File: src/rtl/uksh_ram.sv
// Generic single-port-write, single-port-read RAM with registered read data.
// No dependencies.

module uksh_ram #(
   parameter int Width = 8,
   parameter int Depth = 16,
   localparam int AddrW = (Depth > 1) ? $clog2(Depth) : 1
) (
   input  logic             clock,
   input  logic             wr_en,
   input  logic [AddrW-1:0] wr_addr,
   input  logic [Width-1:0] wr_data,
   input  logic [AddrW-1:0] rd_addr,
   output logic [Width-1:0] rd_data
);

   logic [Width-1:0] mem_ff [Depth];
   logic [Width-1:0] rd_data_ff;

   always_ff @(posedge clock) begin
      if (wr_en) begin
         mem_ff[wr_addr] <= wr_data;
      end
      rd_data_ff <= mem_ff[rd_addr];
   end

   assign rd_data = rd_data_ff;

endmodule

File: config.mk
export PLATFORM = sky130hd
export DESIGN_NAME = uksh_ram
export DESIGN_NICKNAME = d
export VERILOG_FILES = /design/src/rtl/uksh_ram.sv
export SDC_FILE = /design/constraint.sdc
export NUM_CORES = 1
export LEC_CHECK = 0
export BUFFER_PORTS_ARGS = -buffer_cell sky130_fd_sc_hd__buf_2
export CAP_MARGIN = 20
export CORE_ASPECT_RATIO = 1.5
export CORE_MARGIN = 2
export CORE_UTILIZATION = 39
export CTS_CLUSTER_SIZE = 20
export DETAILED_ROUTE_END_ITERATION = 6
export GPL_TIMING_DRIVEN = 0
export PLACE_DENSITY_LB_ADDON = 0.12
export SYNTH_ARGS = -nofsm -noshare
export SYNTH_HDL_FRONTEND = slang
export SYNTH_SLANG_ARGS = --single-unit
File: constraint.sdc
create_clock -name clock -period 2.36 [get_ports clock]
set_input_delay 0.236 -clock clock [delete_from_list [all_inputs] [get_ports clock]]
set_output_delay 0.236 -clock clock [all_outputs]
set_load 0.05 [all_outputs]
Yosys cells after proc, flatten, opt, wreduce, memory -nomap -nowiden
Memory sizes are Yosys's and may differ from the RTL's. A register that Yosys moved wholly into a read port is not among the register bits.
Cells that the tools add are included.
Word-level totals
  logic and storage cells: 3
  RAM bits: 128
  memories kept: 1
  flip-flop bits (word level): 0
  output and inout bits: 8
  input bits: 18
Cells by class
  multiplexer cells: 2
Memories
  mem_ff: words 16, bits a word 8, rd ports 1, clocked after Yosys merged registers in 1, wr ports 1, line 17  | logic [Width-1:0] mem_ff [Depth];
Operators with widths (count)
  $mux W1: 2

Longest topological paths before layout
Gate-level depths: netlist of run 1.
  depth after elaboration: 2
  depth in mapped cells: 5
  depth with buffers taken out: 3

Worst setup path after synthesis of run 1
OpenSTA, ideal clock, no wires.
  kind: in2reg
  from: in wr_addr[2]
  to: mem mem_ff[0][0] (enable)
  data required time: 1977 ps
  data arrival time: 1346 ps
  buffers on the path: 0
  library setup time: 383 ps
  cell stages on the path: 2
  slack: 631 ps
  path through: or3b_2 nor3_1
RTL lines
  start, declared: line 11  | input logic [AddrW-1:0] wr_addr,
  end, declared: line 17
No word-level cell before the write port.

Worst setup path after layout of run 1
  from: in wr_addr[2]
  to: mem mem_ff[0][4] (enable)
No word-level cell before the write port.

==> reports/metrics.cfg, run 1 <==
[place]
place_area_mm2 = 0.00549
hpwl_mm = 6.95
place_congestion = 0.735
dp_cells = 415
portBuffers = 24

[worst_setup_path]
cp.arrival_ns = 1.77
required_ns = 2.47
path_class = input pin to flip-flop
crit_path_end_kind = flip-flop
crit_fanout = 5
start_kind = input pin

[yosys]
synth_top_area_share_pct = 74.7
syn_area_per_cell_um2 = 22.5
synth_edf_count = 128
ys.warnings.count = 0
yosysSeqAreaShare_pct = 77.8
synth_common_cells = 128 x edfxtp_1, 18 x mux4_2, 16 x a22oi_1
async_flop_share_pct = 0
ys_types = 19
synth_nets = 247
yosysTopAreaCell = edfxtp_1
netlist_area_mm2 = 0.00515
synth_seq_cells = 136
syn_inst = 229
synth.area.top_cells = edfxtp_1 75%, mux4_2 7.9%, mux4_1 7.1%
synthFlopType = edfxtp_1
yosys.cell_count.top_type = edfxtp_1

[final_layout]
num_antenna_cells = 0
postLayoutCellArea_mm2 = 0.00601
area_growth_syn_to_layout_pct = 16.8
drive_gt1_share_pct = 28.2
instances_no_fill = 446
fin_nets = 293
fillCellCount = 1115

[die]
num_rows = 51
core_mm2 = 0.0130
die_h_um = 145
die_w_um = 97.8
initial_utilization_pct = 39.7
ioPinCount = 26
dieArea_mm2 = 0.0142

[clocking]
cts.sinks = 136
clk_pin_slew_ns = 0.05
ctsHoldBuffers = 0
cts_setup_buffers = 0
cts_root_buf = clkbuf_16
clock_path_buffers = 2
cts_resized = 0
insertion_delay_ns = 0.40
cts_buffers = 17
htreeDepth = 4
cts_tree = yes

[sta]
tightest_slew_ns = 0.846
fin_crit_sh_pct = 70.3
hold_viol = 0
rsz0062_at_grt = false
maxSlewHeadroom_pct = 43.4
fin_crit_ns = 1.66
setup_viol = 0
drv_slew = 0
clock.fmax_mhz = 603
hold_ws_ns = 0.238
skew_ns = 0.00850
tns_ns = 0

[power]
powerDensity_mw_per_mm2 = 889
p_leak_uw = 0.00201
vdd_drop_max_mv = 0.530

[drt]
num_vias = 2371
drtIter0Drc = 208
routedWlPerCell_um = 23.3
vias_per_cell = 5.32
drc = 0
postRouteAntennaNets = 0
dr.pass1.iters = 4
wl_mm = 10.4

[grt]
grt_max_degree = 17
grt_pass1_wl_mm = 15.3
grt_pass1_vias = 2496
grtUsageTotal_pct = 15.7
grt_remaining_overflow = 0
antenna_found_initial = 0

[flow_run]
cap_violations = 0

[status]
status = complete, no violations

[min_path]
hold_path_class = input pin to flip-flop

power breakdown:
| group | internal [uW] | leakage, uW | switching [uW] | total (uW) |
|---|---|---|---|---|
| clock | 1420 | 0.000250 | 891 | 2310 |
| combinational | 109 | 0.000532 | 209 | 318 |
| sequential | 2700 | 0.00122 | 11.5 | 2710 |
layer usage:
layer | up-vias | part of all wire (%) | GRT usage [%]
li1 | 1061 | - | -
met1 | 1245 | 39 | 18.1
met2 | 57 | 55 | 28.6
met3 | 8 | 4.4 | 3.94
met4 | 0 | 1.1 | 5.26
met5 | - | 0 | 0
sequential cells by signal, summed over array words and instances (netlist names):
name     cells
rd_data      8
mem_ff     128
worst paths after layout:
check / slack, ns / depth (start not counted) / end / start
worst max register to register: 0.88 / 3 / rd_data[1] / mem_ff[1][1]
worst min register to register: 0.68 / 3 / rd_data[0] / mem_ff[13][0]
worst max-delay path: 0.70 / 4 / mem_ff[0][4] / wr_addr[2]
worst min-delay path: 0.24 / 1 / mem_ff[1][4] / wr_data[4]
worst max-delay path, cell delays in order:
cell and delay (ns):
buf_2 0.12, or3b_2 0.51, nor3_1 0.61, buf_2 0.29
cells in the final DEF (no fill, tap or decap):
cell,netlist,routed
a22oi_1,16,16
clkbuf_16,0,17
nor2b_1,1,1
edfxtp_1,128,128
clkinvlp_4,0,2
mux4_1,14,14
nand3b_1,2,2
nand2b_1,2,2
and2b_1,1,1
buf_6,3,3
dfxtp_1,8,8
nand2_1,9,9
and2_1,1,1
clkinv_2,0,3
clkinv_1,0,4
buf_4,1,3
or3b_2,1,1
bufinv_16,0,1
nand3_1,1,1
clkdlybuf4s25_2,3,3
nor3_1,4,3
buf_2,3,28
clkbuf_1,0,3
mux4_2,18,18
nor3_2,0,1
nor2_1,13,13
clkinv_4,0,1
area by class of cell:
type	count	area, um2	share of cell area [%]
buffer	10	86.3	1.44
clock inverter	11	83.8	1.39
clock buffer	20	437	7.26
tap	159	199	3.31
sequential	136	4000	66.6
timing repair buffer	27	140	2.33
multi-input combinational	83	1060	17.7
through the flow:
stage	utilization (%)	total power, uW	setup WS [ns]
after floorplan	-	2960	0.631
after global placement	42.2	3080	0.0248
after detailed placement	42.4	3090	0.251
after CTS	46.4	5390	0.668
after global routing	46.4	5510	0.608
final	46.4	5340	0.701
cell families (layout without fill, tap and decap cells):
| group | Yosys count | in the layout | share of synthesized area (%) |
|---|---|---|---|
| compound gates | 16 | 16 | 2.33 |
| flops | 136 | 136 | 77.8 |
| simple gates | 35 | 35 | 3.18 |
| mux | 32 | 32 | 15.0 |
| buf+inv | 10 | 68 | 1.68 |
No activity file was read; power rests on OpenSTA's default activity.
==> inputs of run 2 (changes only) <==
- clock period: 2.36 -> 1.6 ns (I/O delays scaled with it)
==> reports/metrics.cfg, run 2 (synthesis gave the netlist of run 1 again) <==
[grt]
grtUsageTotal_pct = 15.9  ; +0.28 points
top_usage_layer = met2
grt_pass1_wl_mm = 15.6  ; +2.2%
grt_remaining_overflow = 0  ; unchanged
antenna_found_initial = 0  ; unchanged
grt_max_degree = 17  ; unchanged
grt_pass1_vias = 2482  ; -0.56%
grt.met3_usage_pct = 3.94  ; unchanged
grt_use_met2_pct = 27.5  ; -1.1 points
grtUsageMet1_pct = 19.8  ; +1.7 points

[die]
ioPinCount = 26  ; unchanged
num_rows = 51  ; unchanged
initial_utilization_pct = 39.7  ; unchanged
core_mm2 = 0.0130  ; unchanged
die_h_um = 145  ; unchanged
die_w_um = 97.8  ; unchanged
dieArea_mm2 = 0.0142  ; unchanged

[clocking]
cts_resized = 0  ; unchanged
htreeDepth = 4  ; unchanged
clock_path_buffers = 2  ; unchanged
cts_tree = yes
insertion_delay_ns = 0.41  ; about the same
ctsHoldBuffers = 0  ; unchanged
cts_buffers = 17  ; unchanged
cts.sinks = 136  ; unchanged
clk_pin_slew_ns = 0.06  ; about the same
cts_root_buf = clkbuf_16
cts_setup_buffers = 0  ; unchanged

[worst_setup_path]
required_ns = 1.89  ; -0.58 ns
cp.arrival_ns = 1.75  ; -0.02 ns
startpoint = mem_ff[2][2]
cp_cell_sequence = mux4_1 -> a22oi_1 -> nand2_1
crit_fanout = 1  ; -4
path_class = flip-flop to flip-flop
max_stage_delay_ns = 0.56  ; -0.05 ns
crit_buf_inv = 0  ; -2
crit_path_end_kind = flip-flop
critPathSlowestCell = mux4_1
worstReg2RegStart = mem_ff[2][2]
start_kind = flip-flop
cp_top_family = multiplexers

[drt]
wl_mm = 10.5  ; +1.1%
dr.pass1.iters = 4  ; unchanged
drc = 0  ; unchanged
drtIter0Drc = 155  ; -25%
vias_per_cell = 5.28  ; -0.76%
num_vias = 2353  ; -0.76%
postRouteAntennaNets = 0  ; unchanged
routedWlPerCell_um = 23.6  ; +1.1%

[place]
portBuffers = 24  ; unchanged
place_congestion = 0.749  ; +1.9%
hpwl_mm = 6.92  ; -0.36%
dp_cells = 414  ; -0.24%
dp_slack_ns = -0.293  ; -0.544 ns

[final_layout]
instances_no_fill = 446  ; unchanged
mostFrequentLayoutCells = 128 x edfxtp_1, 27 x buf_2, 18 x mux4_2
drive_gt1_share_pct = 30.0  ; +1.7 points
fin_nets = 292  ; -0.34%
num_antenna_cells = 0  ; unchanged
area_growth_syn_to_layout_pct = 17.2
top_register = mem_ff
largest_reg_flops = 128  ; unchanged
final_common_cell = edfxtp_1

[sta]
fin_crit_sh_pct = 91.1
maxSlewHeadroom_pct = 41.3  ; -2.1 points
drv_slew = 0  ; unchanged
rsz0062_at_grt = false
fin_crit_ns = 1.46
hold_viol = 0  ; unchanged
fin_ws_ns = 0.143  ; -0.558 ns
tns_ns = 0  ; unchanged
skew_ns = 0.00726  ; -0.00124 ns
tightest_slew_ns = 0.877  ; +0.0317 ns
clock.fmax_mhz = 686
setup_viol = 0  ; unchanged

[flow_run]
cap_violations = 0  ; unchanged

[min_path]
min_from = wr_data[5]
hold_path_class = input pin to flip-flop

[power]
powerDensity_mw_per_mm2 = 1320  ; +49%
total_power_uw = 7970  ; +49%
vdd_drop_max_mv = 0.928  ; +75%
p_leak_uw = 0.00201  ; +0.12%

[status]
status = complete, no violations

## run 2: worst paths after layout
kind	to	slack (ns)	cells past startpoint
max	rd_data[2]	0.14	3
min	mem_ff[5][5]	0.16	1
max reg2reg	rd_data[2]	0.14	3
min reg2reg	rd_data[1]	0.68	3
## run 2: layer usage
metal  up-vias  share of wire [%]
met2        58                 53
met1      1224                 43
li1       1061                  -
met5         -                  0
met3        10                3.7
met4         0               0.89
## run 2: report_power, final
part           switching (uW)  leakage [uW]  internal (uW)
clock network            1390      0.000256           2110
registers                18.3       0.00122           3980
logic                     306      0.000528            160
## run 2: cell type report
type	count	area, um2
sequential	136	4000
buffer	10	86.3
tap	159	199
timing repair buffer	26	135
multi-input combinational	83	1070
clock buffer	18	429
fill	1114	6920
clock inverter	14	110
## run 2: stage by stage
| step | cell area (um2) | hold WS, ns | util [%] |
|---|---|---|---|
| after CTS | 6030 | 0.147 | 46.6 |
| after detailed placement | 5490 | 0.580 | 42.4 |
| after floorplan | 5150 | 0.259 | - |
| after global routing | 6030 | 0.167 | 46.6 |
| after global placement | 5470 | 0.572 | 42.2 |
| final | 6030 | 0.160 | 46.6 |
