## src/rtl/uksh_pkg.sv

```systemverilog
// Package for the unique-key hash set: sizes, status and command codes,
// controller state type. No dependencies.

package uksh_pkg;

   // Default sizes, handed to the top level as parameter defaults.
   localparam int NUM_BUCKETS  = 16;
   localparam int BUCKET_DEPTH = 8;
   localparam int KEY_BYTES    = 8;

   // Fixed field widths.
   localparam int KEY_W          = 64;
   localparam int STATUS_W       = 3;
   localparam int BUCKET_INDEX_W = 4;

   // Hash datapath: 32-bit polynomial hash, one key byte a step, then
   // reduction modulo the bucket count eight hash bits a step.
   localparam int HASH_W       = 32;
   localparam logic [HASH_W-1:0] HASH_SEED = 32'd1;
   localparam logic [HASH_W-1:0] HASH_MULT = 32'd31;
   localparam int BYTE_W       = 8;
   localparam int STEP_CNT_W   = 3;
   localparam int REM_BITS     = 8;
   localparam int REM_STEPS    = HASH_W / REM_BITS;

   // Command codes.
   localparam logic FUNC_INSERT = 1'b0;
   localparam logic FUNC_REMOVE = 1'b1;

   // Result status codes.
   localparam logic [STATUS_W-1:0] STATUS_INSERTED  = 3'd0;
   localparam logic [STATUS_W-1:0] STATUS_PRESENT   = 3'd1;
   localparam logic [STATUS_W-1:0] STATUS_FULL      = 3'd2;
   localparam logic [STATUS_W-1:0] STATUS_REMOVED   = 3'd3;
   localparam logic [STATUS_W-1:0] STATUS_NOT_FOUND = 3'd4;

   typedef enum logic [2:0] {
      ST_CLEAR,
      ST_IDLE,
      ST_HASH,
      ST_FILL_RD,
      ST_FILL_GET,
      ST_SCAN,
      ST_RESOLVE,
      ST_MOVE
   } state_type;

endpackage

```

## src/rtl/uksh_hash.sv

```systemverilog
// Iterative bucket hash: polynomial hash over the key bytes, then remainder
// by the bucket count. Depends on uksh_pkg.

module uksh_hash #(
   parameter int NumBuckets = uksh_pkg::NUM_BUCKETS,
   parameter int KeyBytes   = uksh_pkg::KEY_BYTES,
   localparam int RemW = (NumBuckets > 1) ? $clog2(NumBuckets) : 1
) (
   input  logic                       clock,
   input  logic                       reset,
   input  logic                       start,
   input  logic [uksh_pkg::KEY_W-1:0] key,
   output logic                       done,
   output logic [RemW-1:0]            bucket
);

   localparam int RemXW = RemW + 1;
   localparam int CntW  = uksh_pkg::STEP_CNT_W;
   localparam int HashW = uksh_pkg::HASH_W;

   logic             run_ff, run_in;
   logic             reduce_ff, reduce_in;
   logic             done_ff, done_in;
   logic [CntW-1:0]  cnt_ff, cnt_in;
   logic [HashW-1:0] hash_ff, hash_in;
   logic [RemW-1:0]  rem_ff, rem_in;
   logic [RemW-1:0]  rem_step;
   logic [RemXW-1:0] rem_trial;
   logic [uksh_pkg::BYTE_W-1:0] key_byte;
   logic             last_byte;
   logic             last_rem;

   assign key_byte  = key[{cnt_ff, 3'b000} +: uksh_pkg::BYTE_W];
   assign last_byte = (cnt_ff == CntW'(KeyBytes - 1));
   assign last_rem  = (cnt_ff == CntW'(uksh_pkg::REM_STEPS - 1));

   // Restoring remainder over the top eight hash bits.
   always_comb begin
      rem_step  = rem_ff;
      rem_trial = '0;
      for (int i = 0; i < uksh_pkg::REM_BITS; i++) begin
         rem_trial = {rem_step, hash_ff[HashW-1-i]};
         if (rem_trial >= RemXW'(NumBuckets)) begin
            rem_trial = rem_trial - RemXW'(NumBuckets);
         end
         rem_step = rem_trial[RemW-1:0];
      end
   end

   always_comb begin
      run_in    = run_ff;
      reduce_in = reduce_ff;
      done_in   = 1'b0;
      cnt_in    = cnt_ff;
      hash_in   = hash_ff;
      rem_in    = rem_ff;
      if (start) begin
         run_in    = 1'b1;
         reduce_in = 1'b0;
         cnt_in    = '0;
         hash_in   = uksh_pkg::HASH_SEED;
         rem_in    = '0;
      end else if (run_ff && !reduce_ff) begin
         hash_in = hash_ff * uksh_pkg::HASH_MULT + HashW'(key_byte);
         if (last_byte) begin
            reduce_in = 1'b1;
            cnt_in    = '0;
         end else begin
            cnt_in = cnt_ff + CntW'(1);
         end
      end else if (run_ff) begin
         rem_in  = rem_step;
         hash_in = hash_ff << uksh_pkg::REM_BITS;
         cnt_in  = cnt_ff + CntW'(1);
         if (last_rem) begin
            run_in  = 1'b0;
            done_in = 1'b1;
         end
      end
   end

   always_ff @(posedge clock) begin
      if (reset) begin
         run_ff    <= 1'b0;
         reduce_ff <= 1'b0;
         done_ff   <= 1'b0;
         cnt_ff    <= '0;
      end else begin
         run_ff    <= run_in;
         reduce_ff <= reduce_in;
         done_ff   <= done_in;
         cnt_ff    <= cnt_in;
      end
   end

   always_ff @(posedge clock) begin
      hash_ff <= hash_in;
      rem_ff  <= rem_in;
   end

   assign done   = done_ff;
   assign bucket = rem_ff;

endmodule

```

## config.mk

```make
export PLATFORM = sky130hd
export DESIGN_NAME = uksh_hash
export DESIGN_NICKNAME = d
export VERILOG_FILES = /design/src/rtl/uksh_pkg.sv /design/src/rtl/uksh_hash.sv
export SDC_FILE = /design/constraint.sdc
export NUM_CORES = 1
export LEC_CHECK = 0
export BUFFER_PORTS_ARGS = -buffer_cell sky130_fd_sc_hd__buf_4
export CORE_MARGIN = 5
export CORE_UTILIZATION = 45
export DETAILED_ROUTE_END_ITERATION = 10
export PLACE_DENSITY_LB_ADDON = 0.12
export SLEW_MARGIN = 5
export SYNTH_ARGS = -nofsm -noshare
export SYNTH_HDL_FRONTEND = slang
export SYNTH_SLANG_ARGS = --single-unit
```

## constraint.sdc

```tcl
create_clock -name clock -period 7.3 [get_ports clock]
set_input_delay 0.365 -clock clock [delete_from_list [all_inputs] [get_ports clock]]
set_output_delay 0.365 -clock clock [all_outputs]
set_load 0.02 [all_outputs]
```

**Yosys cells after proc, flatten, opt, wreduce, memory -nomap -nowiden**

Cells that the tools add are included.

- Bits in registers: 42
- Input bits: 67
- Output and inout bits: 5

- $add $sub $neg: 10
- $mul: 1
- Magnitude comparators: 8
- Eq/ne operators: 3
- Shifts and indexed selects: 1
- Multiplexer cells: 18
- Bitwise operators: 2
- Reduce and logical (&&, ||, !) cells: 7

Operators by type and width:

| kind | count |
|---|---|
| 32-bit 2-to-1 mux | 2 |
| 64-bit by 7-bit indexed part select with 8-bit output | 1 |
| 5-bit >= comparator (second input constant) | 8 |
| 32-bit by 8-bit adder with 32-bit output | 1 |
| 32-bit by 5-bit multiplier with 32-bit output (second input constant) | 1 |
| 4-bit 2-to-1 mux | 8 |
| 4-bit by 1-bit subtractor with 4-bit output (second input constant) | 8 |
| 3-bit 2-to-1 mux | 3 |
| 1-bit 2-to-1 mux | 5 |
| 2-bit AND reduction | 2 |
| 4-bit OR reduction | 1 |
| 3-bit by 1-bit adder with 3-bit output (second input constant) | 1 |
| 3-bit by 2-bit equality test with 1-bit output (second input constant) | 1 |
| 3-bit equality test (second input constant) | 1 |
| 2-bit inequality test (second input constant) | 1 |
| 1-bit NOT | 2 |
| 2-bit nonzero test | 1 |
| 2-bit OR reduction | 1 |
| 1-bit logical AND | 1 |
| 1-bit logical NOT | 1 |

**Logic depth before layout (Yosys ltp)**

- Depth after elaboration: 16
- Mapped depth: 18
- Gate-level depth less buffers: 16

**Least setup slack after synthesis**

OpenSTA, ideal clock, no wires.

- Path kind: reg2reg
- Start point: register cnt_ff[0]
- End point: register hash_ff[25]
- Setup time: 0.092 ns
- Arrival: 4.626 ns
- Path slack: 2.582 ns
- Cell stages (with the launch flop): 19
- Path buffers: 2
- Path through: dfxtp_1 buf_2 buf_2 mux4_2 nand2_1 nand2_1 fa_1 fa_1 inv_1 fa_1 inv_1 ha_1 a21oi_1 nand2_1 o31ai_2 a31oi_2 o2111a_1 o21a_1 o32ai_1

- Longest elaborated chain between the ends: 3

Ends and longest elaborated chain:

| what | RTL line | RTL |
|---|---|---|
| start: declaration | uksh_hash.sv:24 | `logic [CntW-1:0] cnt_ff, cnt_in;` |
| start signal: assignment | uksh_hash.sv:92 | `cnt_ff <= cnt_in;` |
| 64-bit by 7-bit indexed part select with 8-bit output | uksh_hash.sv:33 | `assign key_byte = key[{cnt_ff, 3'b000} +: uksh_pkg::BYTE_W];` |
| 32-bit by 8-bit adder with 32-bit output | uksh_hash.sv:64 | `hash_in = hash_ff * uksh_pkg::HASH_MULT + HashW'(key_byte);` |
| 32-bit 2-to-1 mux | uksh_hash.sv:63 | `end else if (run_ff && !reduce_ff) begin` |
| end signal: assignment | uksh_hash.sv:97 | `hash_ff <= hash_in;` |
| end: declaration | uksh_hash.sv:25 | `logic [HashW-1:0] hash_ff, hash_in;` |

Every way passes these cells.
A chain may end at the register's enable or synchronous reset.

**Final worst setup path**

Same ends and word-level chain as after synthesis.

==> summary.md <==
Run status
* complete, no violations — run status

Critical path
* 19 — Crit Path Max Fanout
* reg2reg — crit path kind
* flip-flop — critical path launch point type
* flip-flop — CP endpoint kind
* 7490 ps — Worst Path Required
* 5460 ps — data arrival time of the critical path

Timing
* 0 — Max Transition Viols Final
* 0 ps — final sum of negative setup slack
* 0.190 GHz — highest attainable clock frequency
* 2.63 ps — post-route clock skew
* 0 — final hold violation count
* 283 ps — Hold Slack
* 0 — setup violators final
* false — setup repair after global routing missed its margin
* 5260 ps — Period minus WS final
* 28.1% — worst relative slew slack
* 72.1% — Tcrit/Tclk final
* 1080 ps — measured slew at the worst slew-check pin

Hold path
* in2reg — kind of path behind the tightest hold check

Final layout
* 897 — nets@finish
* 16.4% — layout cells sized above 1
* 0 — diode insertion count for antenna repair
* 13.5% — P&R area growth vs syn

Routing
* 4771 — overall via count from detail_route
* 14600 um — Total Wirelength
* 16.7 um — post-DR wirelength/cell
* 4 — number of search-and-repair iterations in the first detailed-routing pass
* 0 — Antenna Nets Post-Route
* 5.47 — average vias per placed instance
* 418 — number of violations reported at the end of detailed-routing iteration 0
* 0 — total DRC errors in the routed layout

Logic synthesis
* 0% — Async SR Flop Fraction
* fa_1 27%, dfxtp_1 13%, ha_1 11%, inv_1 8.5%, mux4_2 6.2% — largest cells by area after synthesis
* 0 — number of warnings issued by yosys
* 0.00586 sq mm — Cell Area, Synth
* 70 — Unique masters post-synth
* 9.01 sq um — synthesized area per cell
* dfxtp_1 — main flop type after synthesis
* inv_1 — most numerous cell in the Yosys netlist
* 132 x inv_1, 78 x fa_1, 53 x ha_1 — ranking of synthesized cells by instance count
* 650 — gate count of the mapped netlist
* fa_1 — cell type with the largest total area after synthesis
* 38 — flop and latch count out of synthesis
* 848 — Synth Net Count
* 0 — EDFF count, synth
* 26.7% — area share of the leading cell type in the synthesized netlist
* 13.0% — register area share after synthesis

CTS
* 0 — Resized cells post-CTS
* 2 — maximum buffer depth of the clock tree
* 2 — number of H-tree levels
* 0 — quantity of hold-fixing buffers added after cts
* clkbuf_16 — CTS root buffer
* 60 ps — register clock-pin slew on the reported worst setup and hold paths
* 280 ps — clock network latency to the later pin of the worst-skew pair
* yes — clock tree from TritonCTS
* 0 — buffer count from post-CTS setup fixing
* 5 — clock buffer count from CTS
* 38 — number of clock sinks seen by CTS

Floorplan
* 0.0154 sq mm — die area
* 41 — Row Count
* 124 um — Die W
* 72 — count of pins on the block boundary
* 124 um — die span in y
* 0.0127 sq mm — placeable core region
* 46.2% — initial core utilization

Job
* 0 — max-cap viol count

Place
* 12100 um — HPWL after detailed placement
* 0.912 — routability cong.
* 71 — number of I/O port buffers

Global route
* 5152 — via count of the first global-routing pass
* 20.9% — total global routing track utilization
* 25400 um — wire length of the first global-routing pass
* 0 — grt ovf
* 41 — largest net degree at the start of global routing
* 0 — number of antenna violations at the first check in global routing

## final cells by class
| class | count | area (sq um) |
|---|---|---|
| clock buffer | 5 | 125 |
| clock inverter | 3 | 40.0 |
| fill | 1223 | 6030 |
| inverter | 135 | 507 |
| multi-input combinational | 447 | 4460 |
| sequential | 38 | 761 |
| tap | 172 | 215 |
| timing repair buffer | 72 | 541 |
## cell families after synthesis
family	after synthesis	share of synthesized area, %
AOI/OAI and AO/OA	130	16.5
xor gates and xnor gates	20	2.99
adders and majority gates	131	38.0
buffers and inverters	165	10.9
DFF	38	13.0
muxes	21	7.01
and+or+nand+nor	145	11.6
## final timing paths
| path | slack (ps) | cells after the start | endpoint | start |
|---|---|---|---|---|
| setup / recovery | 2040 | 16 | hash_ff[25] | cnt_ff[0] |
| hold / removal | 280 | 2 | run_ff | reset |
| setup reg to reg | 2040 | 16 | hash_ff[25] | cnt_ff[0] |
| hold reg to reg | 460 | 2 | bucket[3] | bucket[3] |
## critical path, cell delays in order (launching register included)
cell and delay (ps):
dfxtp_1 1030, mux4_2 610, nand2_1 80, nand2_1 70, fa_1 460, fa_1 490
inv_1 50, fa_1 520, inv_1 40, ha_1 360, a21oi_1 190, nand2_1 140
o31ai_2 300, a31oi_2 190, o2111a_1 280, o21a_1 180, o32ai_1 200
## state kept, by name, indices dropped and copies added, names as in the netlist
| signal | cells |
|---|---|
| bucket | 4 |
| done | 1 |
| reduce_ff | 1 |
| cnt_ff | 3 |
| run_ff | 1 |
| hash_ff | 28 |
## metrics by stage
step | util (%) | cells | area (sq um) | setup slack, ps
finish | 52.4 | 872 | 6650 | 2040
detailed placement | 51.1 | 864 | 6480 | 1990
global route | 52.4 | 872 | 6650 | 1560
global placement | 51.1 | 864 | 6480 | 2120
CTS | 52.4 | 872 | 6650 | 1990
floorplan | - | 650 | 5860 | 2580
## routing by layer
layer	vias to the layer above	wire length, um	part of all wire [%]	GRT usage (%)
met4	0	153	1.1	3.97
met2	158	6700	46	33.0
li1	2269	-	-	-
met5	-	0	0	0
met1	2325	6740	46	29.9
met3	19	957	6.6	4.41
## layout by cell type, fill, tap and decap left out, types with 5 or more instances in the layout
| cell type | n |
|---|---|
| xor2_1 | 5 |
| a31oi_1 | 5 |
| o21a_1 | 5 |
| nor3_1 | 8 |
| ha_1 | 53 |
| xnor2_1 | 15 |
| nand4_1 | 9 |
| mux2i_1 | 5 |
| dfxtp_1 | 38 |
| mux4_2 | 16 |
| o21ai_0 | 13 |
| a211oi_1 | 10 |
| a22oi_1 | 11 |
| nand3_1 | 9 |
| clkbuf_16 | 5 |
| o211a_1 | 5 |
| a221oi_1 | 5 |
| nand2_1 | 52 |
| inv_1 | 132 |
| fa_1 | 78 |
| nor2_1 | 41 |
| buf_4 | 72 |
| a21o_1 | 6 |
| and2_1 | 5 |
| a21oi_1 | 26 |
Power is not shown: default switching activity piles up to over one toggle a cycle in this logic, so the estimate is an artifact.
